**src/rtl/core/command_frame_crc_parser_core_defines.svh**
```systemverilog
// ----------------------------------------------------------------------------
// Command frame CRC parser: assertion macros
// Shared concurrent assertion forms, clocked on clock.
// ----------------------------------------------------------------------------
`ifndef COMMAND_FRAME_CRC_PARSER_CORE_DEFINES_SVH
`define COMMAND_FRAME_CRC_PARSER_CORE_DEFINES_SVH

// checked outside reset only
`define CFCP_ASSERT(label, prop, msg) \
   label: assert property (@(posedge clock) disable iff (reset) prop) else $error(msg);

// checked on every edge, reset included
`define CFCP_ASSERT_ALWAYS(label, prop, msg) \
   label: assert property (@(posedge clock) prop) else $error(msg);

`endif

```
**src/rtl/core/cfcp_pkg.sv**
```systemverilog
// ----------------------------------------------------------------------------
// Command frame CRC parser package
// Status codes, shared types and the CRC-16 byte update.
// ----------------------------------------------------------------------------
package cfcp_pkg;

   localparam int unsigned COUNT_W = 7;
   localparam logic [COUNT_W-1:0] COUNT_MAX = 7'd127;
   localparam int unsigned PAYLOAD_FIRST = 4;
   localparam int unsigned PAYLOAD_DEPTH = 10;

   localparam logic [15:0] CRC_INIT = 16'hFFFF;
   localparam logic [15:0] CRC_POLY = 16'h1021;

   localparam logic [2:0] ST_OK = 3'd0;
   localparam logic [2:0] ST_LENGTH = 3'd1;
   localparam logic [2:0] ST_HEADER = 3'd2;
   localparam logic [2:0] ST_TYPE = 3'd3;
   localparam logic [2:0] ST_CRC = 3'd4;

   localparam logic [1:0] CSR_HEAD_FIRST = 2'd0;
   localparam logic [1:0] CSR_HEAD_SECOND = 2'd1;
   localparam logic [1:0] CSR_BODY_LENGTH = 2'd2;
   localparam logic [1:0] CSR_COMMAND_TYPE = 2'd3;

   typedef struct packed {
      logic [7:0] head_first;
      logic [7:0] head_second;
      logic [7:0] body_length;
      logic [7:0] command_type;
   } cfg_type;

   typedef struct packed {
      logic       fire;
      logic [7:0] data;
      logic       last;
   } step_type;

   typedef struct packed {
      logic [2:0]         status;
      logic [7:0]         sequence_res;
      logic [7:0]         drive_mode;
      logic [7:0]         flag_bits;
      logic [7:0]         route_index;
      logic [7:0]         checkpoint_ask;
      logic [7:0]         certainty;
      logic signed [15:0] forward_speed;
      logic signed [15:0] heading;
   } result_type;

   // CRC-16/CCITT-FALSE, MSB first, one byte
   function automatic logic [15:0] crc16_byte(input logic [15:0] crc, input logic [7:0] b);
      logic [15:0] c;
      c = crc ^ {b, 8'h00};
      for (int k = 0; k < 8; k++) begin
         c = c[15] ? ({c[14:0], 1'b0} ^ CRC_POLY) : {c[14:0], 1'b0};
      end
      return c;
   endfunction

endpackage

```
**src/rtl/core/cfcp_frame_track.sv**
```systemverilog
// ----------------------------------------------------------------------------
// Command frame tracker
// Per-frame state: byte count, running CRC, header/type flags, payload.
// Produces the result for the byte stepped in this cycle.
// ----------------------------------------------------------------------------
module cfcp_frame_track #(
   parameter int FRAME_BYTES = 16
) (
   input  logic                clock,
   input  logic                reset,
   input  cfcp_pkg::cfg_type    cfg,
   input  cfcp_pkg::step_type   step,
   output cfcp_pkg::result_type result
);

   localparam logic [cfcp_pkg::COUNT_W-1:0] LAST_IDX = 7'(FRAME_BYTES - 1);
   localparam logic [cfcp_pkg::COUNT_W-1:0] CRC_LOW_IDX = 7'(FRAME_BYTES - 2);
   localparam logic [cfcp_pkg::COUNT_W-1:0] CRC_END_IDX = 7'(FRAME_BYTES - 3);
   localparam logic [cfcp_pkg::COUNT_W-1:0] CRC_START_IDX = 7'd2;

   logic [cfcp_pkg::COUNT_W-1:0] count_ff, count_in;
   logic [15:0] crc_ff, crc_in;
   logic        hdr_bad_ff, hdr_bad_in;
   logic        type_bad_ff, type_bad_in;
   logic [7:0]  payload_ff [cfcp_pkg::PAYLOAD_DEPTH];
   logic [7:0]  crc_low_ff;
   logic [2:0]  status;
   logic        fields_on;

   always_comb begin
      hdr_bad_in = hdr_bad_ff;
      type_bad_in = type_bad_ff;
      crc_in = crc_ff;
      if (count_ff == 7'd0 && step.data != cfg.head_first) hdr_bad_in = 1'b1;
      if (count_ff == 7'd1 && step.data != cfg.head_second) hdr_bad_in = 1'b1;
      if (count_ff == 7'd2 && step.data != cfg.body_length) hdr_bad_in = 1'b1;
      if (count_ff == 7'd3 && step.data != cfg.command_type) type_bad_in = 1'b1;
      if (count_ff >= CRC_START_IDX && count_ff <= CRC_END_IDX) begin
         crc_in = cfcp_pkg::crc16_byte(crc_ff, step.data);
      end
      count_in = (count_ff < cfcp_pkg::COUNT_MAX) ? count_ff + 7'd1 : count_ff;
   end

   always_comb begin
      if (count_ff != LAST_IDX) begin
         status = cfcp_pkg::ST_LENGTH;
      end else if (hdr_bad_in) begin
         status = cfcp_pkg::ST_HEADER;
      end else if (type_bad_in) begin
         status = cfcp_pkg::ST_TYPE;
      end else if ({step.data, crc_low_ff} != crc_in) begin
         status = cfcp_pkg::ST_CRC;
      end else begin
         status = cfcp_pkg::ST_OK;
      end
      fields_on = (status == cfcp_pkg::ST_OK);
      result.status = status;
      result.sequence_res = fields_on ? payload_ff[0] : 8'd0;
      result.drive_mode = fields_on ? payload_ff[1] : 8'd0;
      result.flag_bits = fields_on ? payload_ff[2] : 8'd0;
      result.route_index = fields_on ? payload_ff[3] : 8'd0;
      result.checkpoint_ask = fields_on ? payload_ff[4] : 8'd0;
      result.certainty = fields_on ? payload_ff[5] : 8'd0;
      result.forward_speed = fields_on ? {payload_ff[7], payload_ff[6]} : 16'd0;
      result.heading = fields_on ? {payload_ff[9], payload_ff[8]} : 16'd0;
   end

   always_ff @(posedge clock) begin
      if (reset) begin
         count_ff <= '0;
         crc_ff <= cfcp_pkg::CRC_INIT;
         hdr_bad_ff <= 1'b0;
         type_bad_ff <= 1'b0;
      end else if (step.fire) begin
         if (step.last) begin
            count_ff <= '0;
            crc_ff <= cfcp_pkg::CRC_INIT;
            hdr_bad_ff <= 1'b0;
            type_bad_ff <= 1'b0;
         end else begin
            count_ff <= count_in;
            crc_ff <= crc_in;
            hdr_bad_ff <= hdr_bad_in;
            type_bad_ff <= type_bad_in;
         end
      end
   end

   always_ff @(posedge clock) begin
      if (step.fire) begin
         for (int i = 0; i < cfcp_pkg::PAYLOAD_DEPTH; i++) begin
            if (count_ff == 7'(cfcp_pkg::PAYLOAD_FIRST + i)) payload_ff[i] <= step.data;
         end
         if (count_ff == CRC_LOW_IDX) crc_low_ff <= step.data;
      end
   end

endmodule

```
**src/rtl/core/command_frame_crc_parser_core.sv**
```systemverilog
// ----------------------------------------------------------------------------
// Command frame CRC parser core
// Checks a byte-serial command frame and decodes its payload fields.
// ----------------------------------------------------------------------------
// Usage:
//   req_*  : one frame byte per item; req_tlast marks the last byte of a buffer.
//   rsp_*  : one result item per buffer, issued for the byte carrying req_tlast.
//   csr_*  : expected head bytes, body length and type; write only while idle.
// Timing:
//   A byte is held in the input register, then the frame tracker updates
//   its state and the result register loads; rsp_tvalid rises as it loads.
//   Throughput is one byte per cycle unless a final byte waits on a pending
//   result, set by the combinational CRC byte update in the tracker.
// Stall:
//   A pending result holds in the output register. Non-final bytes keep flowing;
//   a final byte waits in the input register until the result is taken, and
//   req_tready drops only then.
// Reset:
//   Clears both registers' valid flags, the frame state and the csr registers.
// ----------------------------------------------------------------------------
`include "command_frame_crc_parser_core_defines.svh"

module command_frame_crc_parser_core #(
   parameter int FRAME_BYTES = 16
) (
   input  logic        clock,
   input  logic        reset,
   input  logic        req_tvalid,
   output logic        req_tready,
   input  logic [7:0]  req_tdata,   // [7:0] data_byte
   input  logic        req_tlast,   // frame_end
   output logic        rsp_tvalid,
   input  logic        rsp_tready,
   output logic [87:0] rsp_tdata,   // status[2:0], sequence_res, drive_mode, flag_bits,
                                    // route_index, checkpoint_ask, certainty,
                                    // forward_speed[16], heading[16], zero fill
   input  logic        csr_wen,
   input  logic [1:0]  csr_addr,
   input  logic [7:0]  csr_wdata
);

   cfcp_pkg::cfg_type    cfg_ff;
   cfcp_pkg::step_type   step;
   cfcp_pkg::result_type result;
   cfcp_pkg::result_type out_ff;

   logic       in_valid_ff, in_valid_in;
   logic [7:0] in_data_ff;
   logic       in_last_ff;
   logic       out_valid_ff, out_valid_in;
   logic       advance;
   logic       out_load;

   always_ff @(posedge clock) begin
      if (reset) begin
         cfg_ff <= '0;
      end else if (csr_wen) begin
         case (csr_addr)
            cfcp_pkg::CSR_HEAD_FIRST: cfg_ff.head_first <= csr_wdata;
            cfcp_pkg::CSR_HEAD_SECOND: cfg_ff.head_second <= csr_wdata;
            cfcp_pkg::CSR_BODY_LENGTH: cfg_ff.body_length <= csr_wdata;
            cfcp_pkg::CSR_COMMAND_TYPE: cfg_ff.command_type <= csr_wdata;
            default: cfg_ff <= cfg_ff;
         endcase
      end
   end

   assign advance = in_valid_ff && (!in_last_ff || !out_valid_ff || rsp_tready);
   assign out_load = advance && in_last_ff;
   assign req_tready = !in_valid_ff || advance;

   assign step.fire = advance;
   assign step.data = in_data_ff;
   assign step.last = in_last_ff;

   cfcp_frame_track #(
      .FRAME_BYTES(FRAME_BYTES)
   ) u_track (
      .clock (clock),
      .reset (reset),
      .cfg   (cfg_ff),
      .step  (step),
      .result(result)
   );

   always_comb begin
      in_valid_in = (req_tvalid && req_tready) || (in_valid_ff && !advance);
      if (out_load) begin
         out_valid_in = 1'b1;
      end else if (rsp_tready) begin
         out_valid_in = 1'b0;
      end else begin
         out_valid_in = out_valid_ff;
      end
   end

   always_ff @(posedge clock) begin
      if (reset) begin
         in_valid_ff <= 1'b0;
         out_valid_ff <= 1'b0;
      end else begin
         in_valid_ff <= in_valid_in;
         out_valid_ff <= out_valid_in;
      end
   end

   always_ff @(posedge clock) begin
      if (req_tvalid && req_tready) begin
         in_data_ff <= req_tdata;
         in_last_ff <= req_tlast;
      end
      if (out_load) out_ff <= result;
   end

   assign rsp_tvalid = out_valid_ff;
   assign rsp_tdata = {5'd0, out_ff.heading, out_ff.forward_speed, out_ff.certainty,
                       out_ff.checkpoint_ask, out_ff.route_index, out_ff.flag_bits,
                       out_ff.drive_mode, out_ff.sequence_res, out_ff.status};

   `CFCP_ASSERT_ALWAYS(a_no_rsp_after_reset, reset |=> !rsp_tvalid,
      "result valid right after reset")
   `CFCP_ASSERT(a_status_range, rsp_tvalid |-> out_ff.status <= cfcp_pkg::ST_CRC,
      "status code out of range")
   `CFCP_ASSERT(a_fields_zero,
      rsp_tvalid && out_ff.status != cfcp_pkg::ST_OK |-> rsp_tdata[87:3] == '0,
      "fields not zero on error status")
   `CFCP_ASSERT(a_empty_ready, !in_valid_ff |-> req_tready,
      "input register empty but not ready")
   `CFCP_ASSERT(a_body_flows, in_valid_ff && !in_last_ff |-> advance,
      "non-final item stalled")

endmodule

```
**config.mk**
```make
export PLATFORM = sky130hd
export DESIGN_NAME = command_frame_crc_parser_core
export DESIGN_NICKNAME = d
export VERILOG_FILES = /design/src/rtl/core/cfcp_pkg.sv /design/src/rtl/core/cfcp_frame_track.sv /design/src/rtl/core/command_frame_crc_parser_core.sv
export VERILOG_INCLUDE_DIRS = /design/src /design/src/rtl/core
export SDC_FILE = /design/constraint.sdc
export NUM_CORES = 1
export LEC_CHECK = 0
export BUFFER_PORTS_ARGS = -buffer_cell sky130_fd_sc_hd__buf_4
export CORE_ASPECT_RATIO = 1.25
export CORE_MARGIN = 1.5
export CORE_UTILIZATION = 35
export DETAILED_ROUTE_END_ITERATION = 6
export PLACE_DENSITY = 0.52
export SYNTH_ARGS = -nofsm -noshare
export SYNTH_HDL_FRONTEND = slang
export SYNTH_SLANG_ARGS = --single-unit
```
**constraint.sdc**
```tcl
create_clock -name clock -period 3.3 [get_ports clock]
set_input_delay 0.33 -clock clock [delete_from_list [all_inputs] [get_ports clock]]
set_output_delay 0.33 -clock clock [all_outputs]
set_load 0.05 [all_outputs]
```
==> qor.log, run 1 <==
[run_status] result of the run complete, no violations
[final_layout] Post-layout nets 954
[placement] post-placement cell count 1281
[yosys] number of flops mapped to enable cells by yosys 180
[placement] HPWL after DPL 16800 um
[final_layout] FILL cells 2775
[yosys] Primary FF master, synth edfxtp_1
[routing] final antenna-violating net count 0
[pwr] total power density per cell area 484 nW/um2
[setup_path] slowest cell on the critical path or4_4
[final_layout] post-route cell area 13400 um2
[setup_path] crit path max fanout 23
[die] chip height 200 um
[timing] final number of hold-violating endpoints 0
[pwr] leakage dissipation 4.90 nW
[global_routing] number of antenna violations at the first check in global routing 0
[yosys] proportion of synthesized flip-flops having asynchronous set or reset 0%
[routing] count of routing violations after the opening detailed-route iteration 364
[timing] count of final setup violators 0
[final_layout] diode count 0
[global_routing] final global-route overflow total 0
[timing] final hold slack 0.0484 ns
[routing] Total Wirelength 26800 um
[yosys] most common cell in the synthesized netlist edfxtp_1
[timing] Worst slew margin 52.1%
[global_routing] overall global routing resource usage 16.3%
[timing] setup TNS after final layout 0 ns
[timing] minimum clock period 3.16 ns
[setup_path] CP bufs+invs 4
[min_path] class of the most critical hold timing path in -> reg
[placement] Post-DP Area 12300 um2
[yosys] ranking of synthesized cells by instance count 180 x edfxtp_1, 88 x nand4_1, 81 x nor4_2, 59 x dfxtp_1, 49 x nor2_1
[cts] number of clock buffers inserted by TritonCTS 26
[pwr] largest vdd supply drop 0.000300 V
[cts] CTS Buffer Depth 3
[min_path] cell depth of the worst hold path 3
[setup_path] number of cells on the worst reg-to-reg path 11
[setup_path] Crit path required time 3.63 ns
[yosys] post-synthesis register bit count 239
[yosys] post-synthesis instance total 797
[die] ports placed on the boundary 114
[placement] global placement routability congestion 0.816
[die] core footprint 30300 um2
[setup_path] most numerous cell on the critical path buf_4
[cts] TritonCTS clock tree done
[setup_path] critical path type reg -> reg
[flow_run] Max-cap violations 0
[routing] via-per-instance ratio 5.09
[die] Std-Cell Rows 71
[die] area of the die 32000 um2
[cts] clock input transition at the sequential cells of the worst setup and hold paths 0.06 ns
[timing] Max Freq 0.317 GHz
[setup_path] arrival time worst endpoint 3.49 ns
[setup_path] Worst Setup Start Kind register
[routing] routed wire length per instance 19.9 um
[final_layout] area growth from synthesis to layout 23.8%
[final_layout] share of the core filled with cells in the final layout 44.3%
[final_layout] storage element area 6590 um2
[setup_path] origin of the critical flop-to-flop path u_track.count_ff[0]
[timing] unrepaired setup endpoints after global routing false
[final_layout] number of standard cells in the layout, taps in and fillers out 1345
[final_layout] fraction of final layout cells sized beyond drive strength 1 31.7%
[global_routing] pin count of the biggest net entering global routing 85
[routing] Pre-Repair DR Iteration Count 4
[timing] Clock Skew 0.0133 ns
[routing] detailed-route via count 6842
[setup_path] cell class contributing the biggest share of worst-path delay simple AND/OR/NAND/NOR gates
[yosys] area share of the largest cell type after synthesis 49.9%
[global_routing] first-pass GRT wire length 40400 um
[yosys] largest area contributor in the netlist edfxtp_1
[min_path] launch point of the worst hold path req_tvalid
[timing] slew of the pin with the lowest slew margin 0.717 ns
[cts] clock root cell clkbuf_16
[die] Starting Density 35.8%
[yosys] average instance area after synthesis 13.6 um2
[timing] final worst-path cycle share 95.6%
[setup_path] Crit path largest cell delay 0.59 ns
[setup_path] Worst R2R End rsp_tdata[6]
[yosys] dominant cells by area after synthesis edfxtp_1 50%, dfxtp_1 11%, nor4_2 9.4%, nand4_1 5.1%, mux2i_1 4.2%
[placement] number of buffers added on ports 108
[yosys] distinct cell type count after synthesis 49
[routing] remaining routing DRC violations 0
[cts] number of H-tree levels 1
[setup_path] R2R setup slack 0.14 ns
[placement] Setup Slack @ Placement 0.0911 ns
[final_layout] combined area of the multi-input logic cells 3970 um2
[yosys] number of warnings reported in the yosys synthesis log 0
[yosys] combined area of all synthesized cells 10800 um2
[setup_path] Critical Path End Type register
[cts] clock latency on the worst-skew pair 0.53 ns
[global_routing] via count of the first global-routing pass 6911
[setup_path] critical path cell sequence buf_4, inv_1, ha_2, nor4_4, buf_4, a211oi_4, mux2i_1, xnor2_1, or4_4, buf_4, nor4_2
[timing] total count of max-transition violations in the final report 0
[pwr] overall power 6.50 mW
[yosys] sequential share of the synthesized area 60.8%
[min_path] Worst Hold Path EP in_valid_ff
[timing] final setup margin 0.145 ns
[die] horizontal extent of the die 160 um
[cts] CTS sink count 239
-- worst max path at each step --
stage / from / end / cells past startpoint / slack [ns]
after CTS: u_track.count_ff[4] / rsp_tdata[51] / 9 / 0.09
final: u_track.count_ff[0] / rsp_tdata[6] / 11 / 0.14
after detailed placement: u_track.count_ff[4] / rsp_tdata[51] / 9 / 0.09
after floorplan: rsp_tvalid / u_track.crc_ff[14] / 8 / 0.0004
after global placement: u_track.count_ff[4] / rsp_tdata[9] / 9 / 0.12
after global routing: u_track.count_ff[0] / rsp_tdata[6] / 11 / 0.02
-- sequential cells by signal (all words and copies together), names as in the netlist, 7 cells and up --
register and flops:
cfg_ff 32, u_track.crc_low_ff 8, in_data_ff 8, rsp_tdata 83
u_track.count_ff 7, u_track.payload_ff 80, u_track.crc_ff 16
-- final cells by class --
cell class | instances | area share (%)
Clock buffer | 37 | 5.46
Clock inverter | 9 | 0.513
Inverter | 9 | 0.280
Multi-Input combinational cell | 471 | 29.6
Sequential cell | 239 | 49.1
Tap cell | 401 | 3.74
Timing Repair Buffer | 179 | 11.4
-- placed cells by master (no fill, tap or decap), drive strengths merged, types with 3 or more instances in the layout --
master       Yosys  final
clkinv           0      7
ha               4      4
xnor2           47     47
nand3           11     11
o21ai            8      8
nor3             6      6
dlygate4sd3      0      9
inv              9      8
nor4            83     83
a211oi           2      3
a21oi            9      9
xnor3            8      8
buf             39    169
clkbuf          44     38
dfxtp           59     59
nor2            49     49
and3             5      5
conb             1      5
and2            11     11
edfxtp         180    180
a31oi            3      3
xor2            24     24
o211ai          10     10
nand4           88     88
nand3b           3      3
mux2i           45     45
nand2           28     28
-- worst reg2reg max path, stage by stage (launching register included) --
cell,delay (ns)
dfxtp_1,0.31
buf_4,0.16
inv_1,0.08
ha_2,0.21
nor4_4,0.07
buf_4,0.16
a211oi_4,0.38
mux2i_1,0.28
xnor2_1,0.09
or4_4,0.59
buf_4,0.28
nor4_2,0.36
-- cells by family after synthesis --
family / Yosys count / share of synthesized area (%)
AOI/OAI and AO/OA: 42 / 2.71
xor gates and xnor gates: 79 / 7.54
adders and majority gates: 4 / 0.462
buffers and inverters: 92 / 4.28
DFF: 239 / 60.8
muxes: 45 / 4.16
other: 1 / 0.0346
and+or+nand+nor: 295 / 20.0
-- timing repair --
action	4_1_cts	5_1_grt
setup buffers	0	7
setup endpoints to repair	0	39
resized for setup	0	19
hold endpoints to repair	9	0
hold buffers	9	0
-- routing by layer --
layer  part of all wire (%)  vias to the layer above  global-route usage [%]
met5                      0                        -                       0
met4                    2.0                        0                    4.43
met3                    3.8                       36                    2.01
met2                     51                      151                    29.8
met1                     43                     3379                    20.2
li1                       -                     3276                       -
-- power by group --
part	leakage [nW]	internal [mW]	switching [mW]
Combinational	2.23	0.164	0.288
Sequential	2.28	3.25	0.0215
Clock	0.384	1.61	1.16
Note: power is estimated with default switching activity, not from simulation.
==> run 2: changes to the inputs <==
--- a/config.mk
+++ b/config.mk
@@ -11,6 +11,7 @@
 export CORE_MARGIN = 1.5
 export CORE_UTILIZATION = 35
 export DETAILED_ROUTE_END_ITERATION = 6
+export GPL_TIMING_DRIVEN = 0
 export PLACE_DENSITY = 0.52
 export SYNTH_ARGS = -nofsm -noshare
 export SYNTH_HDL_FRONTEND = slang
==> run 2 against run 1 <==
Die area unchanged. Sequential share of layout area increased by 0.68 points. Global-route usage decreased by 0.18 points. Via count decreased by 0.39%.
==> qor.log, run 2 (synthesis results as in run 1) <==
[setup_path] critical path type reg -> reg
[timing] total count of max-transition violations in the final report 0 [unchanged]
[pwr] leakage dissipation 4.71 nW [-3.8%]
[final_layout] diode count 0 [unchanged]
[timing] final number of hold-violating endpoints 0 [unchanged]
[min_path] class of the most critical hold timing path in -> reg
[final_layout] Post-layout nets 985 [+3.2%]
[final_layout] number of flip-flops in the largest register 83 [unchanged]
[die] Std-Cell Rows 71 [unchanged]
[routing] routed wire length per instance 19.0 um [-4.7%]
[timing] count of final setup violators 0 [unchanged]
[global_routing] via count of the first global-routing pass 6782 [-1.9%]
[placement] Post-DP Area 12200 um2 [-0.64%]
[cts] clock root cell clkbuf_16
[routing] count of routing violations after the opening detailed-route iteration 377 [+3.6%]
[pwr] largest vdd supply drop 0.000329 V [+9.4%]
[final_layout] combined area of the multi-input logic cells 3880 um2 [-2.2%]
[cts] CTS Buffer Depth 3 [unchanged]
[global_routing] overall global routing resource usage 16.1% [-0.18 points]
[final_layout] post-route cell area 13200 um2 [-1.3%]
[final_layout] fraction of final layout cells sized beyond drive strength 1 29.7% [-2.0 points]
[die] horizontal extent of the die 160 um [unchanged]
[setup_path] arrival time worst endpoint 3.48 ns [about the same]
[timing] Max Freq 0.318 GHz [+0.25%]
[global_routing] number of antenna violations at the first check in global routing 0 [unchanged]
[final_layout] most common library cell in the layout ignoring fill and taps edfxtp_1
[global_routing] pin count of the biggest net entering global routing 48 [-44%]
[placement] number of buffers added on ports 107 [-0.93%]
[die] core footprint 30300 um2 [unchanged]
[timing] final setup margin 0.153 ns [+0.00798 ns]
[cts] clock input transition at the sequential cells of the worst setup and hold paths 0.07 ns [about the same]
[cts] number of H-tree levels 1 [unchanged]
[pwr] total power density per cell area 485 nW/um2 [about the same]
[routing] remaining routing DRC violations 0 [unchanged]
[placement] HPWL after DPL 17900 um [+6.4%]
[cts] clock latency on the worst-skew pair 0.52 ns [about the same]
[global_routing] first-pass GRT wire length 39400 um [-2.5%]
[setup_path] crit path max fanout 10 [-57%]
[setup_path] Crit path required time 3.63 ns [about the same]
[setup_path] most numerous cell on the critical path buf_4
[timing] Clock Skew 0.0161 ns [+0.00280 ns]
[timing] Worst slew margin 37.0% [-15 points]
[timing] slew of the pin with the lowest slew margin 0.942 ns [+0.225 ns]
[timing] minimum clock period 3.15 ns [-0.00798 ns]
[setup_path] Critical Path End Type register
[setup_path] Crit path largest cell delay 0.51 ns [-0.08 ns]
[placement] Setup Slack @ Placement -0.880 ns [-0.971 ns]
[final_layout] most frequent cells in the layout 180 x edfxtp_1, 126 x buf_4, 88 x nand4_1
[routing] final antenna-violating net count 0 [unchanged]
[timing] final worst-path cycle share 95.4% [-0.24 points]
[die] ports placed on the boundary 114 [unchanged]
[run_status] result of the run complete, no violations
[die] area of the die 32000 um2 [unchanged]
[setup_path] Worst Setup Start Kind register
[global_routing] final global-route overflow total 0 [unchanged]
[die] chip height 200 um [unchanged]
[flow_run] Max-cap violations 0 [unchanged]
[final_layout] area growth from synthesis to layout 22.2%
[die] Starting Density 35.8% [unchanged]
[final_layout] storage element area 6590 um2 [about the same]
[cts] CTS sink count 239 [unchanged]
[setup_path] slowest cell on the critical path or4_1
[cts] number of clock buffers inserted by TritonCTS 25 [-3.8%]
[cts] TritonCTS clock tree done
[routing] via-per-instance ratio 4.95 [-2.7%]
[final_layout] FILL cells 2837 [+2.2%]
[placement] global placement routability congestion 0.785 [-3.9%]
[routing] detailed-route via count 6815 [-0.39%]
[pwr] overall power 6.42 mW [-1.2%]
[routing] Pre-Repair DR Iteration Count 5 [+1]
[routing] Total Wirelength 26100 um [-2.4%]
[setup_path] critical path cell sequence clkbuf_2, inv_2, ha_4, o21ba_2, a211oi_4, buf_4, mux2i_1, xnor2_1, or4_1, buf_4, buf_6, nor4_2
run 2: cell types whose count changed in the layout (fill, tap and decap cells not counted), sizes merged:
cell | previous run | this run
a211oi | 3 | 2
buf | 169 | 160
bufinv | 1 | 2
clkbuf | 38 | 72
clkinv | 7 | 14
clkinvlp | 2 | 1
inv | 8 | 9
run 2: worst max-delay path: cells and delay by family, from the launching register on:
| kind | cells | cell delay (ns) |
|---|---|---|
| buffers and inverters | 5 | 0.86 |
| xor gates and xnor gates | 1 | 0.09 |
| AOI/OAI and AO/OA | 2 | 0.46 |
| adders and majority gates | 1 | 0.17 |
| DFF | 1 | 0.33 |
| muxes | 1 | 0.22 |
| and+or+nand+nor | 2 | 0.81 |
run 2: final cells by class:
cell class,instances,area share (%)
Clock inverter,17,0.983
Buffer,82,3.25
Multi-Input combinational cell,470,29.3
Clock buffer,29,4.84
Tap cell,401,3.79
Inverter,9,0.284
Sequential cell,239,49.8
Timing Repair Buffer,130,7.79
run 2: stage by stage:
stage               cells  utilization [%]    TNS, ns  hold WS (ns)
floorplan             801                -          0         0.429
global placement     1309             40.2    -119.76         0.487
detailed placement   1311             40.3     -65.81         0.495
CTS                  1377             43.5          0        0.0452
global route         1377             43.7  -0.000504        0.0576
finish               1377             43.7          0        0.0676
run 2: report_power, final:
group	internal, mW	switching [mW]
clock network	1.54	1.16
registers	3.25	0.0230
logic	0.158	0.286
total	4.95	1.47
run 2: path summary, 6_finish.rpt:
kind / end / startpoint / slack [ns] / cells after the start
setup / recovery: rsp_tdata[40] / u_track.count_ff[1] / 0.15 / 12
hold / removal: in_valid_ff / req_tvalid / 0.07 / 3
setup reg to reg: rsp_tdata[40] / u_track.count_ff[1] / 0.15 / 12
hold reg to reg: u_track.crc_ff[8] / u_track.crc_ff[8] / 0.51 / 2
run 2: routing by layer:
layer / routed length, um / vias to the layer above / global-route usage [%]
met1: 11000 / 3288 / 19.8
met3: 1040 / 27 / 2.14
met5: 0 / - / 0
met4: 405 / 0 / 3.81
li1: - / 3343 / -
met2: 13700 / 157 / 29.9
run 2: what timing repair did:
| item | CTS | global route |
|---|---|---|
| hold buffers | 9 | 0 |
| setup endpoints to repair | 84 | 81 |
| buffers inserted | 12 | 0 |
| pin swaps | 2 | 0 |
| hold endpoints to repair | 9 | 0 |
| gates resized for setup | 1 | 13 |
